**src/hdl/cfgrec_pkg.sv**
```systemverilog
`default_nettype none

package cfgrec_pkg;

  localparam logic [31:0] CRC_POLY    = 32'hEDB88320;
  localparam logic [31:0] CRC_INIT    = 32'hFFFFFFFF;
  localparam logic [31:0] PENALTY_MAX = 32'd3600000;
  localparam logic [6:0]  SECRET_MIN  = 7'd8;
  localparam int          NAME_OFF    = 19;

  // "LPC1", offset 0 in the low byte
  localparam logic [3:0][7:0] MAGIC = {8'h31, 8'h43, 8'h50, 8'h4C};

  typedef enum logic [2:0] {
    FAIL_NONE    = 3'd0,
    FAIL_LENGTH  = 3'd1,
    FAIL_MAGIC   = 3'd2,
    FAIL_VERSION = 3'd3,
    FAIL_CRC     = 3'd4,
    FAIL_CONTENT = 3'd5
  } fail_reason_t;

  typedef struct packed {
    logic         record_ok;
    fail_reason_t fail_reason;
    logic [31:0]  penalty_time;
    logic [31:0]  run_limit_time;
    logic [15:0]  country_code;
    logic [5:0]   name_length;
    logic [6:0]   secret_length;
  } rec_result_t;

  // reflected crc-32, one byte unrolled
  function automatic logic [31:0] crc32_byte(input logic [31:0] crc, input logic [7:0] b);
    logic [31:0] c;
    c = crc ^ {24'd0, b};
    for (int k = 0; k < 8; k++) begin
      c = c[0] ? ((c >> 1) ^ CRC_POLY) : (c >> 1);
    end
    return c;
  endfunction

endpackage

`default_nettype wire

```
**src/hdl/cfgrec_scan.sv**
```systemverilog
`default_nettype none

module cfgrec_scan #(
  parameter int RECORD_BYTES       = 120,
  parameter int NAME_FIELD_BYTES   = 32,
  parameter int SECRET_FIELD_BYTES = 63
) (
  input  wire logic                   clk,
  input  wire logic                   rst_n,
  input  wire logic                   step,
  input  wire logic [7:0]             data_byte,
  input  wire logic                   last_byte,
  input  wire logic [7:0]             format_version,
  output cfgrec_pkg::rec_result_t     result
);

  localparam int PW         = $clog2(RECORD_BYTES + 1);
  localparam int CRC_OFF    = RECORD_BYTES - 4;
  localparam int SECRET_OFF = cfgrec_pkg::NAME_OFF + NAME_FIELD_BYTES + 1;
  localparam int SECRET_END = SECRET_OFF + SECRET_FIELD_BYTES;

  localparam logic [PW-1:0] P_END        = PW'(RECORD_BYTES);
  localparam logic [PW-1:0] P_LAST       = PW'(RECORD_BYTES - 1);
  localparam logic [PW-1:0] P_CRC_OFF    = PW'(CRC_OFF);
  localparam logic [PW-1:0] P_CRC_HOLD   = PW'(CRC_OFF - 1);
  localparam logic [PW-1:0] P_MAGIC_END  = PW'(4);
  localparam logic [PW-1:0] P_VERSION    = PW'(4);
  localparam logic [PW-1:0] P_PENALTY    = PW'(8);
  localparam logic [PW-1:0] P_RUN        = PW'(12);
  localparam logic [PW-1:0] P_COUNTRY    = PW'(16);
  localparam logic [PW-1:0] P_COUNTRY_HI = PW'(17);
  localparam logic [PW-1:0] P_COUNTRY_Z  = PW'(18);
  localparam logic [PW-1:0] P_NAME       = PW'(cfgrec_pkg::NAME_OFF);
  localparam logic [PW-1:0] P_SECRET     = PW'(SECRET_OFF);
  localparam logic [PW-1:0] P_SECRET_END = PW'(SECRET_END);
  localparam logic [5:0]    NAME_LIMIT   = 6'(NAME_FIELD_BYTES);
  localparam logic [6:0]    SECRET_LIMIT = 7'(SECRET_FIELD_BYTES);

  logic [PW-1:0] pos_r, pos_upd, pos_nxt;
  logic          overrun_r, overrun_upd, overrun_nxt;
  logic [31:0]   run_crc_r, run_crc_upd, run_crc_nxt;
  logic [31:0]   held_crc_r, held_crc_upd, held_crc_nxt;
  logic [31:0]   rcv_crc_r, rcv_crc_upd, rcv_crc_nxt;
  logic          magic_good_r, magic_good_upd, magic_good_nxt;
  logic          version_good_r, version_good_upd, version_good_nxt;
  logic [31:0]   penalty_r, penalty_upd, penalty_nxt;
  logic [31:0]   run_limit_r, run_limit_upd, run_limit_nxt;
  logic [15:0]   country_r, country_upd, country_nxt;
  logic          country_z_r, country_z_upd, country_z_nxt;
  logic [5:0]    name_cnt_r, name_cnt_upd, name_cnt_nxt;
  logic          name_end_r, name_end_upd, name_end_nxt;
  logic [6:0]    secret_cnt_r, secret_cnt_upd, secret_cnt_nxt;
  logic          secret_end_r, secret_end_upd, secret_end_nxt;
  logic          term_good_r, term_good_upd, term_good_nxt;

  logic [31:0] crc_step;
  logic        length_ok;
  logic        crc_match;
  logic        content_ok;
  logic        finish;

  assign crc_step = cfgrec_pkg::crc32_byte(run_crc_r, data_byte);

  // byte update of the record state
  always_comb begin
    pos_upd          = pos_r;
    overrun_upd      = overrun_r;
    run_crc_upd      = run_crc_r;
    held_crc_upd     = held_crc_r;
    rcv_crc_upd      = rcv_crc_r;
    magic_good_upd   = magic_good_r;
    version_good_upd = version_good_r;
    penalty_upd      = penalty_r;
    run_limit_upd    = run_limit_r;
    country_upd      = country_r;
    country_z_upd    = country_z_r;
    name_cnt_upd     = name_cnt_r;
    name_end_upd     = name_end_r;
    secret_cnt_upd   = secret_cnt_r;
    secret_end_upd   = secret_end_r;
    term_good_upd    = term_good_r;

    if (pos_r == P_END) begin
      overrun_upd = 1'b1;
    end else begin
      pos_upd = pos_r + PW'(1);
      if (pos_r < P_CRC_OFF) begin
        run_crc_upd = crc_step;
        if (pos_r == P_CRC_HOLD) begin
          held_crc_upd = ~crc_step;
        end
      end else begin
        rcv_crc_upd = {data_byte, rcv_crc_r[31:8]};
      end
      if (pos_r < P_MAGIC_END && data_byte != cfgrec_pkg::MAGIC[pos_r[1:0]]) begin
        magic_good_upd = 1'b0;
      end
      if (pos_r == P_VERSION && data_byte != format_version) begin
        version_good_upd = 1'b0;
      end
      if (pos_r >= P_PENALTY && pos_r < P_RUN) begin
        penalty_upd = {data_byte, penalty_r[31:8]};
      end
      if (pos_r >= P_RUN && pos_r < P_COUNTRY) begin
        run_limit_upd = {data_byte, run_limit_r[31:8]};
      end
      if (pos_r == P_COUNTRY) begin
        country_upd = {country_r[15:8], data_byte};
      end
      if (pos_r == P_COUNTRY_HI) begin
        country_upd = {data_byte, country_r[7:0]};
      end
      if (pos_r == P_COUNTRY_Z) begin
        country_z_upd = (data_byte == 8'd0);
      end
      if (pos_r >= P_NAME && pos_r < P_SECRET) begin
        if (!name_end_r) begin
          if (data_byte == 8'd0) name_end_upd = 1'b1;
          else name_cnt_upd = name_cnt_r + 6'd1;
        end
        // name field must end in a zero
        if (pos_r == P_SECRET - PW'(1) && data_byte != 8'd0) begin
          term_good_upd = 1'b0;
        end
      end
      if (pos_r >= P_SECRET && pos_r <= P_SECRET_END) begin
        if (!secret_end_r) begin
          if (data_byte == 8'd0) secret_end_upd = 1'b1;
          else secret_cnt_upd = secret_cnt_r + 7'd1;
        end
        if (pos_r == P_SECRET_END && data_byte != 8'd0) begin
          term_good_upd = 1'b0;
        end
      end
    end
  end

  // a full-length record ends on a crc byte, so all other checks are settled already
  assign length_ok = !overrun_r && (pos_r == P_LAST);
  assign crc_match = (held_crc_r == {data_byte, rcv_crc_r[31:8]});
  assign content_ok = (penalty_r <= cfgrec_pkg::PENALTY_MAX) && (run_limit_r != 32'd0) &&
                      (country_r[7:0] != 8'd0) && (country_r[15:8] != 8'd0) &&
                      country_z_r && term_good_r &&
                      (name_cnt_r != 6'd0) && (name_cnt_r <= NAME_LIMIT) &&
                      (secret_cnt_r >= cfgrec_pkg::SECRET_MIN) &&
                      (secret_cnt_r <= SECRET_LIMIT);

  always_comb begin
    if (!length_ok)         result.fail_reason = cfgrec_pkg::FAIL_LENGTH;
    else if (!magic_good_r)   result.fail_reason = cfgrec_pkg::FAIL_MAGIC;
    else if (!version_good_r) result.fail_reason = cfgrec_pkg::FAIL_VERSION;
    else if (!crc_match)      result.fail_reason = cfgrec_pkg::FAIL_CRC;
    else if (!content_ok)     result.fail_reason = cfgrec_pkg::FAIL_CONTENT;
    else                      result.fail_reason = cfgrec_pkg::FAIL_NONE;
    result.record_ok      = (result.fail_reason == cfgrec_pkg::FAIL_NONE);
    result.penalty_time   = penalty_upd;
    result.run_limit_time = run_limit_upd;
    result.country_code   = country_upd;
    result.name_length    = name_cnt_upd;
    result.secret_length  = secret_cnt_upd;
  end

  assign finish = step && last_byte;

  // state returns to its cleared value after the final byte
  always_comb begin
    if (finish) begin
      pos_nxt          = '0;
      overrun_nxt      = 1'b0;
      run_crc_nxt      = cfgrec_pkg::CRC_INIT;
      held_crc_nxt     = '0;
      rcv_crc_nxt      = '0;
      magic_good_nxt   = 1'b1;
      version_good_nxt = 1'b1;
      penalty_nxt      = '0;
      run_limit_nxt    = '0;
      country_nxt      = '0;
      country_z_nxt    = 1'b0;
      name_cnt_nxt     = '0;
      name_end_nxt     = 1'b0;
      secret_cnt_nxt   = '0;
      secret_end_nxt   = 1'b0;
      term_good_nxt    = 1'b1;
    end else if (step) begin
      pos_nxt          = pos_upd;
      overrun_nxt      = overrun_upd;
      run_crc_nxt      = run_crc_upd;
      held_crc_nxt     = held_crc_upd;
      rcv_crc_nxt      = rcv_crc_upd;
      magic_good_nxt   = magic_good_upd;
      version_good_nxt = version_good_upd;
      penalty_nxt      = penalty_upd;
      run_limit_nxt    = run_limit_upd;
      country_nxt      = country_upd;
      country_z_nxt    = country_z_upd;
      name_cnt_nxt     = name_cnt_upd;
      name_end_nxt     = name_end_upd;
      secret_cnt_nxt   = secret_cnt_upd;
      secret_end_nxt   = secret_end_upd;
      term_good_nxt    = term_good_upd;
    end else begin
      pos_nxt          = pos_r;
      overrun_nxt      = overrun_r;
      run_crc_nxt      = run_crc_r;
      held_crc_nxt     = held_crc_r;
      rcv_crc_nxt      = rcv_crc_r;
      magic_good_nxt   = magic_good_r;
      version_good_nxt = version_good_r;
      penalty_nxt      = penalty_r;
      run_limit_nxt    = run_limit_r;
      country_nxt      = country_r;
      country_z_nxt    = country_z_r;
      name_cnt_nxt     = name_cnt_r;
      name_end_nxt     = name_end_r;
      secret_cnt_nxt   = secret_cnt_r;
      secret_end_nxt   = secret_end_r;
      term_good_nxt    = term_good_r;
    end
  end

  always_ff @(posedge clk) begin
    if (!rst_n) begin
      pos_r          <= '0;
      overrun_r      <= 1'b0;
      run_crc_r      <= cfgrec_pkg::CRC_INIT;
      held_crc_r     <= '0;
      rcv_crc_r      <= '0;
      magic_good_r   <= 1'b1;
      version_good_r <= 1'b1;
      penalty_r      <= '0;
      run_limit_r    <= '0;
      country_r      <= '0;
      country_z_r    <= 1'b0;
      name_cnt_r     <= '0;
      name_end_r     <= 1'b0;
      secret_cnt_r   <= '0;
      secret_end_r   <= 1'b0;
      term_good_r    <= 1'b1;
    end else begin
      pos_r          <= pos_nxt;
      overrun_r      <= overrun_nxt;
      run_crc_r      <= run_crc_nxt;
      held_crc_r     <= held_crc_nxt;
      rcv_crc_r      <= rcv_crc_nxt;
      magic_good_r   <= magic_good_nxt;
      version_good_r <= version_good_nxt;
      penalty_r      <= penalty_nxt;
      run_limit_r    <= run_limit_nxt;
      country_r      <= country_nxt;
      country_z_r    <= country_z_nxt;
      name_cnt_r     <= name_cnt_nxt;
      name_end_r     <= name_end_nxt;
      secret_cnt_r   <= secret_cnt_nxt;
      secret_end_r   <= secret_end_nxt;
      term_good_r    <= term_good_nxt;
    end
  end

endmodule

`default_nettype wire

```
**src/hdl/config_record_checker_top.sv**
```systemverilog
// Settings record checker. Takes one record byte per cycle on the in_ channel and gives one
// result transfer on the out_ channel for the byte marked last: pass/fail, the first failing
// check (length, magic "LPC1", version, crc-32, content) and the decoded times, country code
// and name/password lengths. Throughput is one byte per cycle, set by the one-byte unrolled
// crc step between the input register and the record state, while no last byte waits on a
// stalled result. Once its last byte is taken, a result reaches out_ via the input register,
// then the result register; the next record may follow directly. cfg_format_version sets the
// expected version byte and should be written only while no record is in flight.
`default_nettype none

module config_record_checker_top #(
  parameter int RECORD_BYTES       = 120,
  parameter int NAME_FIELD_BYTES   = 32,
  parameter int SECRET_FIELD_BYTES = 63
) (
  input  wire logic        clk,
  input  wire logic        rst_n,
  input  wire logic        cfg_valid,
  output wire logic        cfg_ready,
  input  wire logic [7:0]  cfg_format_version,
  input  wire logic        in_valid,
  output wire logic        in_ready,
  input  wire logic [7:0]  in_data_byte,
  input  wire logic        in_last_byte,
  output wire logic        out_valid,
  input  wire logic        out_ready,
  output wire logic        out_record_ok,
  output wire logic [2:0]  out_fail_reason,
  output wire logic [31:0] out_penalty_time,
  output wire logic [31:0] out_run_limit_time,
  output wire logic [15:0] out_country_code,
  output wire logic [5:0]  out_name_length,
  output wire logic [6:0]  out_secret_length
);

  logic [7:0]  format_version_r, format_version_nxt;
  logic        s1_valid_r, s1_valid_nxt;
  logic [7:0]  s1_byte_r, s1_byte_nxt;
  logic        s1_last_r, s1_last_nxt;
  logic        out_valid_r, out_valid_nxt;
  cfgrec_pkg::rec_result_t out_r, out_nxt;
  cfgrec_pkg::rec_result_t result;
  logic        s1_fire;
  logic        in_fire;

  assign cfg_ready = 1'b1;
  // a byte with no result always moves on; a last byte needs room in the result register
  assign s1_fire  = s1_valid_r && (!s1_last_r || !out_valid_r || out_ready);
  assign in_ready = !s1_valid_r || s1_fire;
  assign in_fire  = in_valid && in_ready;

  cfgrec_scan #(
    .RECORD_BYTES      (RECORD_BYTES),
    .NAME_FIELD_BYTES  (NAME_FIELD_BYTES),
    .SECRET_FIELD_BYTES(SECRET_FIELD_BYTES)
  ) u_scan (
    .clk           (clk),
    .rst_n         (rst_n),
    .step          (s1_fire),
    .data_byte     (s1_byte_r),
    .last_byte     (s1_last_r),
    .format_version(format_version_r),
    .result        (result)
  );

  always_comb begin
    format_version_nxt = (cfg_valid && cfg_ready) ? cfg_format_version : format_version_r;
    s1_byte_nxt  = in_fire ? in_data_byte : s1_byte_r;
    s1_last_nxt  = in_fire ? in_last_byte : s1_last_r;
    s1_valid_nxt = in_fire ? 1'b1 : (s1_fire ? 1'b0 : s1_valid_r);
    out_nxt       = out_r;
    out_valid_nxt = out_valid_r;
    if (s1_fire && s1_last_r) begin
      out_nxt       = result;
      out_valid_nxt = 1'b1;
    end else if (out_ready) begin
      out_valid_nxt = 1'b0;
    end
  end

  always_ff @(posedge clk) begin
    if (!rst_n) begin
      format_version_r <= 8'd1;
      s1_valid_r       <= 1'b0;
      out_valid_r      <= 1'b0;
    end else begin
      format_version_r <= format_version_nxt;
      s1_valid_r       <= s1_valid_nxt;
      out_valid_r      <= out_valid_nxt;
    end
  end

  always_ff @(posedge clk) begin
    s1_byte_r <= s1_byte_nxt;
    s1_last_r <= s1_last_nxt;
    out_r     <= out_nxt;
  end

  assign out_valid          = out_valid_r;
  assign out_record_ok      = out_r.record_ok;
  assign out_fail_reason    = out_r.fail_reason;
  assign out_penalty_time   = out_r.penalty_time;
  assign out_run_limit_time = out_r.run_limit_time;
  assign out_country_code   = out_r.country_code;
  assign out_name_length    = out_r.name_length;
  assign out_secret_length  = out_r.secret_length;

endmodule

`default_nettype wire

```
**config.mk**
```make
export PLATFORM = sky130hd
export DESIGN_NAME = config_record_checker_top
export DESIGN_NICKNAME = d
export VERILOG_FILES = /design/src/hdl/cfgrec_pkg.sv /design/src/hdl/cfgrec_scan.sv /design/src/hdl/config_record_checker_top.sv
export SDC_FILE = /design/constraint.sdc
export NUM_CORES = 1
export LEC_CHECK = 0
export BUFFER_PORTS_ARGS = -buffer_cell sky130_fd_sc_hd__buf_2
export CORE_ASPECT_RATIO = 0.75
export CORE_MARGIN = 1
export CORE_UTILIZATION = 59
export CTS_CLUSTER_DIAMETER = 100
export DETAILED_ROUTE_END_ITERATION = 12
export GPL_TIMING_DRIVEN = 0
export PLACE_DENSITY = 0.89
export SYNTH_ARGS = -nofsm -noshare
export SYNTH_HDL_FRONTEND = slang
export SYNTH_HIERARCHICAL = 1
export SYNTH_SLANG_ARGS = --single-unit
export TNS_END_PERCENT = 100
```
**constraint.sdc**
```tcl
create_clock -name clk -period 8.4 [get_ports clk]
set_clock_uncertainty 0.15 [all_clocks]
set_input_delay 1.68 -clock clk [delete_from_list [all_inputs] [get_ports clk]]
set_output_delay 1.68 -clock clk [all_outputs]
set_load 0.005 [all_outputs]
```
After elaboration in Yosys (flattened, before gate mapping)
Index checks and enable logic that the tools add are counted.

word-level totals
  output and inout bits = 100
  word-level logic and storage cells = 159
  input bits = 22
  flip-flop bits (word level) = 319

cells by class
  magnitude comparators = 15
  eq/ne operators = 11
  multiplexer cells = 41
  reductions and logical operators = 48
  bitwise gates (word level) = 13
  add/sub/neg operators = 3

operators with widths
  kind                                                                                  number
  32-bit two-way mux                                                                    12
  13-bit inverter with 14-bit output                                                    8
  32-bit == test                                                                        1
  32-bit by 22-bit <= comparator with 1-bit output (second input constant)              1
  16-bit two-way mux                                                                    2
  32-bit inverter                                                                       1
  32-bit nonzero test                                                                   1
  32-bit by 8-bit XOR with 32-bit output                                                1
  7-bit two-way mux                                                                     4
  6-bit two-way mux                                                                     4
  8-bit nonzero test                                                                    3
  7-bit by 5-bit == test with 1-bit output (second input constant)                      3
  7-bit == test (second input constant)                                                 3
  7-bit by 4-bit greater-or-equal comparator with 1-bit output (second input constant)  3
  1-bit logical AND                                                                     21
  3-bit AND reduction                                                                   7
  8-bit binary-select mux with 2-bit select                                             1
  8-bit two-way mux                                                                     2
  8-bit != test                                                                         2
  3-bit two-way mux                                                                     5
  7-bit by 1-bit adder with 7-bit output (second input constant)                        2
  1-bit two-way mux                                                                     11
  8-bit logical NOT                                                                     1
  7-bit by 3-bit == test with 1-bit output (second input constant)                      1
  22 further kinds                                                                      31

Logic depth before layout (Yosys ltp)
  depth in word-level cells = 18
  depth in mapped cells = 10
  gate-level depth less buffers = 8

Hierarchy
The synthesis kept the hierarchy.

by module, submodules not included
  module                     instances  cells each  seq. area each (sq um)  area each (sq um)
  cfgrec_scan                1          1109        3903.7                  9955.8
  config_record_checker_top  1          145         3383.2                  3601.0

Least setup slack after synthesis
No wires, ideal clock.

  path kind = in2reg
  start point = input port out_ready
  end point = register out_r, in the netlist out_country_code[0] (enable)
  library setup time = 0.553 ns
  data required time = 7.697 ns
  arrival time = 5.765 ns
  cell stages on the path = 2
  buffers on the path = 0
  slack = 1.932 ns
  cell sequence = nor2b_1 nor2_1

between the ends
  longest elaborated chain between the ends = 3

RTL lines
  item                  RTL line                         text
  start, declared       config_record_checker_top.sv:26  input wire logic out_ready,
  1-bit logical OR      config_record_checker_top.sv:48  assign s1_fire = s1_valid_r && (!s1_last_r || !out_valid_r || out_ready);
  1-bit logical AND     config_record_checker_top.sv:48
  1-bit logical AND     config_record_checker_top.sv:73  if (s1_fire && s1_last_r) begin
  end signal, assigned  config_record_checker_top.sv:96  out_r <= out_nxt;
  end, declared         config_record_checker_top.sv:41  cfgrec_pkg::rec_result_t out_r, out_nxt;

Every way passes these cells.
A chain may end at the register's enable or synchronous reset.

Final worst setup path
  start point = input port out_ready
  end point = register u_scan.run_crc_r[2]

between the ends
  longest elaborated chain between the ends = 4
  elaborated cells between the ends (all ways) = 5
  those cells by class = reduce/logical (5)

RTL lines
  item                          RTL line                         text
  1-bit logical OR (*)          config_record_checker_top.sv:48
  1-bit logical AND (*)         config_record_checker_top.sv:48
  via s1_fire                   config_record_checker_top.sv:43  logic s1_fire;
  1-bit logical AND             cfgrec_scan.sv:163               assign finish = step && last_byte;
  2-bit OR reduction (no line)  -
  end signal, assigned          cfgrec_scan.sv:225               run_crc_r <= cfgrec_pkg::CRC_INIT;
  end signal, assigned          cfgrec_scan.sv:242               run_crc_r <= run_crc_nxt;
  end, declared                 cfgrec_scan.sv:41                logic [31:0] run_crc_r, run_crc_upd, run_crc_nxt;

Mark *: on every way through the listed nets, which the timed path passes. The rest lies on a longest branch.

==> run_results.csv <==
group,metric,value,unit
status,status,"finished clean",
synth,synth_common_cells,"dfxtp_1, nand2_1, nor2_1",
floorplanning,die_h,133,um
synth,ys_top_cells_by_area,"dfxtp_1, edfxtp_1, mux2_2, mux2i_1, xor2_1",
setup_path,crit_required,8650,ps
route,drc,0,
setup_path,setup.worst_path.end_class,"flip-flop",
clock_tree,cts-htree-levels,1,
floorplanning,die_w,177,um
sta,fin_tns_setup,0,ps
synth,netlist-cell-type-count,57,
final_layout,fillCellCount,1475,
final_layout,fin_cells,1723,
place,placed_area,0.0146,mm2
synth,synthArstFlopShare,0,
setup_path,crit_type,"in2reg",
clock_tree,cts.root.buffer_cell,"clkbuf_16",
clock_tree,clock_sinks,311,
clock_tree,cts_buffers,29,
clock_tree,cts_resized,0,
route,vias_per_cell,5.97,
worst_hold_path,min_path_type,"reg2reg",
sta,fin_ws,4310,ps
final_layout,nNetsFinal,1437,
floorplanning,core_area,0.0223,mm2
final_layout,stdcell_area,0.0156,mm2
synth,synth_seq_cells,311,
place,place_ws,3970,ps
synth,synth_flop_cell,"dfxtp_1",
global_route,globalRouteTotalUtil,0.294,
global_route,grt_max_degree,41,
place,place_congestion,0.938,
route,ant_nets,0,
global_route,antenna_found_initial,1,
floorplanning,start_util,0.608,
route,drt_iter0_drc,1382,
setup_path,rr_endpoint,"u_scan/run_crc_r[2]$_SDFFE_PP1P_",
synth,synth_area,0.0136,mm2
sta,fmax,0.244,GHz
synth,seq_area_frac_synth,0.538,
setup_path,cp_max_fo,10,
clock_tree,worstSkewPairLatency,550,ps
synth,yosys_warnings,6,
route,dr.pass1.iters,7,
place,dp.cells,1669,
setup_path,cp.arrival,4340,ps
setup_path,r2r_cells,10,
clock_tree,cts_hold_buf,0,
place,place.port_buffers,119,
global_route,grt_pass1_wl,54500,um
sta,final-max-slew-violation-count,0,
clock_tree,clk_path_buf_depth,3,
run,maxCapViolCount,0,
power,vdd_drop_max,0.162,mV
synth,syn_inst,1254,
global_route,overflow,0,
sta,hold_viol,0,
setup_path,critPathLaunchType,"input pin",
setup_path,cp-startpoint,"out_ready",
route,wl_per_cell,20.1,um
synth,synth_top_area_frac,0.303,
floorplanning,rows,47,
final_layout,drive_above_1_share,0.213,
clock_tree,path_clk_slew,70,ps
final_layout,areaGrowthSynthToFinish,15.1,%
sta,relSlewSlack,0.230,
synth,synth_area_leader_cell,"dfxtp_1",
sta,setup_viol,0,
sta,finalCritPeriodShare,0.487,
setup_path,timing.rr.start,"u_scan/pos_r[0]$_SDFFE_PP0P_",
synth,syn_area_per_cell,10.8,um2
clock_tree,postCtsSetupBuffers,0,
floorplanning,ios,122,
route,vias,10300,
power,leakage,6.82,nW
route,routed_wl,34700,um
synth,synth-edff-count,106,
clock_tree,cts_tree,"yes",
place,dp_hpwl,23400,um
sta,rsz0062_at_grt,"false",
synth,postSynthNetCount,1285,
floorplanning,die_area,0.0236,mm2
global_route,grt_pass1_vias,9996,
sta,tightest_slew,1130,ps
setup_path,ff2ff_setup_slack,5060,ps
setup_path,cp-endpoint,"u_scan/run_crc_r[2]$_SDFFE_PP1P_",
sta,holdWs,318,ps
sta,fin_crit,4090,ps
synth,synth_most_common_cell,"dfxtp_1",
power,powerDensity,217,mW/mm2
-- worst min path at each step --
stage	start	to	cells after the start
floorplan	u_scan/term_good_r$_SDFFE_PP1P_	u_scan/term_good_r$_SDFFE_PP1P_	1
global placement	u_scan/overrun_r$_SDFFE_PP0P_	u_scan/overrun_r$_SDFFE_PP0P_	2
detailed placement	u_scan/overrun_r$_SDFFE_PP0P_	u_scan/overrun_r$_SDFFE_PP0P_	2
CTS	u_scan/held_crc_r[28]$_SDFFE_PP0P_	u_scan/held_crc_r[28]$_SDFFE_PP0P_	2
global route	u_scan/run_limit_r[7]$_SDFFE_PP0P_	u_scan/run_limit_r[7]$_SDFFE_PP0P_	2
finish	u_scan/held_crc_r[28]$_SDFFE_PP0P_	u_scan/held_crc_r[28]$_SDFFE_PP0P_	2
-- per-stage QoR --
stage           util  total power, mW
6_report       0.700             3.38
3_3_place_gp   0.651             1.98
2_1_floorplan      -             1.88
4_1_cts        0.700             3.37
3_5_place_dp   0.654             1.98
5_1_grt        0.700             3.47
-- flip-flops by register name, indices dropped and copies added (netlist names), 3 cells and up --
register             flops
format_version_r         8
out_country_code        16
out_fail_reason          3
out_name_length          6
out_penalty_time        32
out_run_limit_time      32
out_secret_length        7
s1_byte_r                8
u_scan/country_r        16
u_scan/held_crc_r       32
u_scan/name_cnt_r        6
u_scan/penalty_r        32
u_scan/pos_r             7
u_scan/rcv_crc_r        24
u_scan/run_crc_r        32
u_scan/run_limit_r      32
u_scan/secret_cnt_r      7
-- power by group --
part / switching (mW) / internal [mW]
clock: 0.579 / 0.834
sequential: 0.0199 / 1.58
combinational: 0.240 / 0.129
total: 0.839 / 2.54
-- kinds of logic (layout without fill, tap and decap cells) --
logic type / after synthesis / count (layout) / share of synthesized area
buf+inv: 91 / 265 / 0.0309
xor+xnor: 143 / 143 / 0.102
compound gates: 110 / 110 / 0.0497
other cells: 1 / 2 / 0.000277
simple gates: 425 / 425 / 0.143
mux: 164 / 164 / 0.128
flops: 311 / 311 / 0.538
fa+ha+maj: 9 / 9 / 0.00831
-- worst max-delay path: stages --
cell,delay (ps)
buf_2,100
nor2b_1,70
a21boi_1,640
inv_1,200
nor2_1,720
o21ai_2,340
clkbuf_1,330
nand2_1,140
o211ai_1,100
-- final cells by class --
class	instances	area [um2]	share of cell area
Clock inverter	17	223	0.0143
Buffer	82	385	0.0247
Sequential cell	311	7290	0.467
Antenna cell	1	2.50	0.000160
Timing Repair Buffer	121	636	0.0408
Tap cell	294	368	0.0236
Multi-Input combinational cell	852	5860	0.376
Inverter	9	33.8	0.00217
Clock buffer	36	805	0.0516
-- layer usage --
layer	vias up	part of all wire	global-route usage
li1	4638	-	-
met1	4958	0.41	0.414
met2	608	0.44	0.445
met3	89	0.11	0.0702
met4	0	0.030	0.100
met5	-	0	0
-- placed cells by master, fill, tap and decap left out, drive strengths merged, types with 2 or more instances in the layout --
master  instances
dfxtp         205
nand2         154
buf           152
nor2          148
edfxtp        106
clkbuf         87
mux2i          84
xor2           82
mux2           80
xnor2          60
a21oi          53
o211ai         30
nor4           27
nor3           26
nand4          23
nand3          13
clkinv         11
inv             9
and3            9
ha              9
o21ai           9
nor2b           8
and2            5
bufinv          5
a31oi           4
a21boi          4
nor4b           4
o21a            2
and4b           2
a211oi          2
or2             2
No activity file was read; power rests on OpenSTA's default activity.
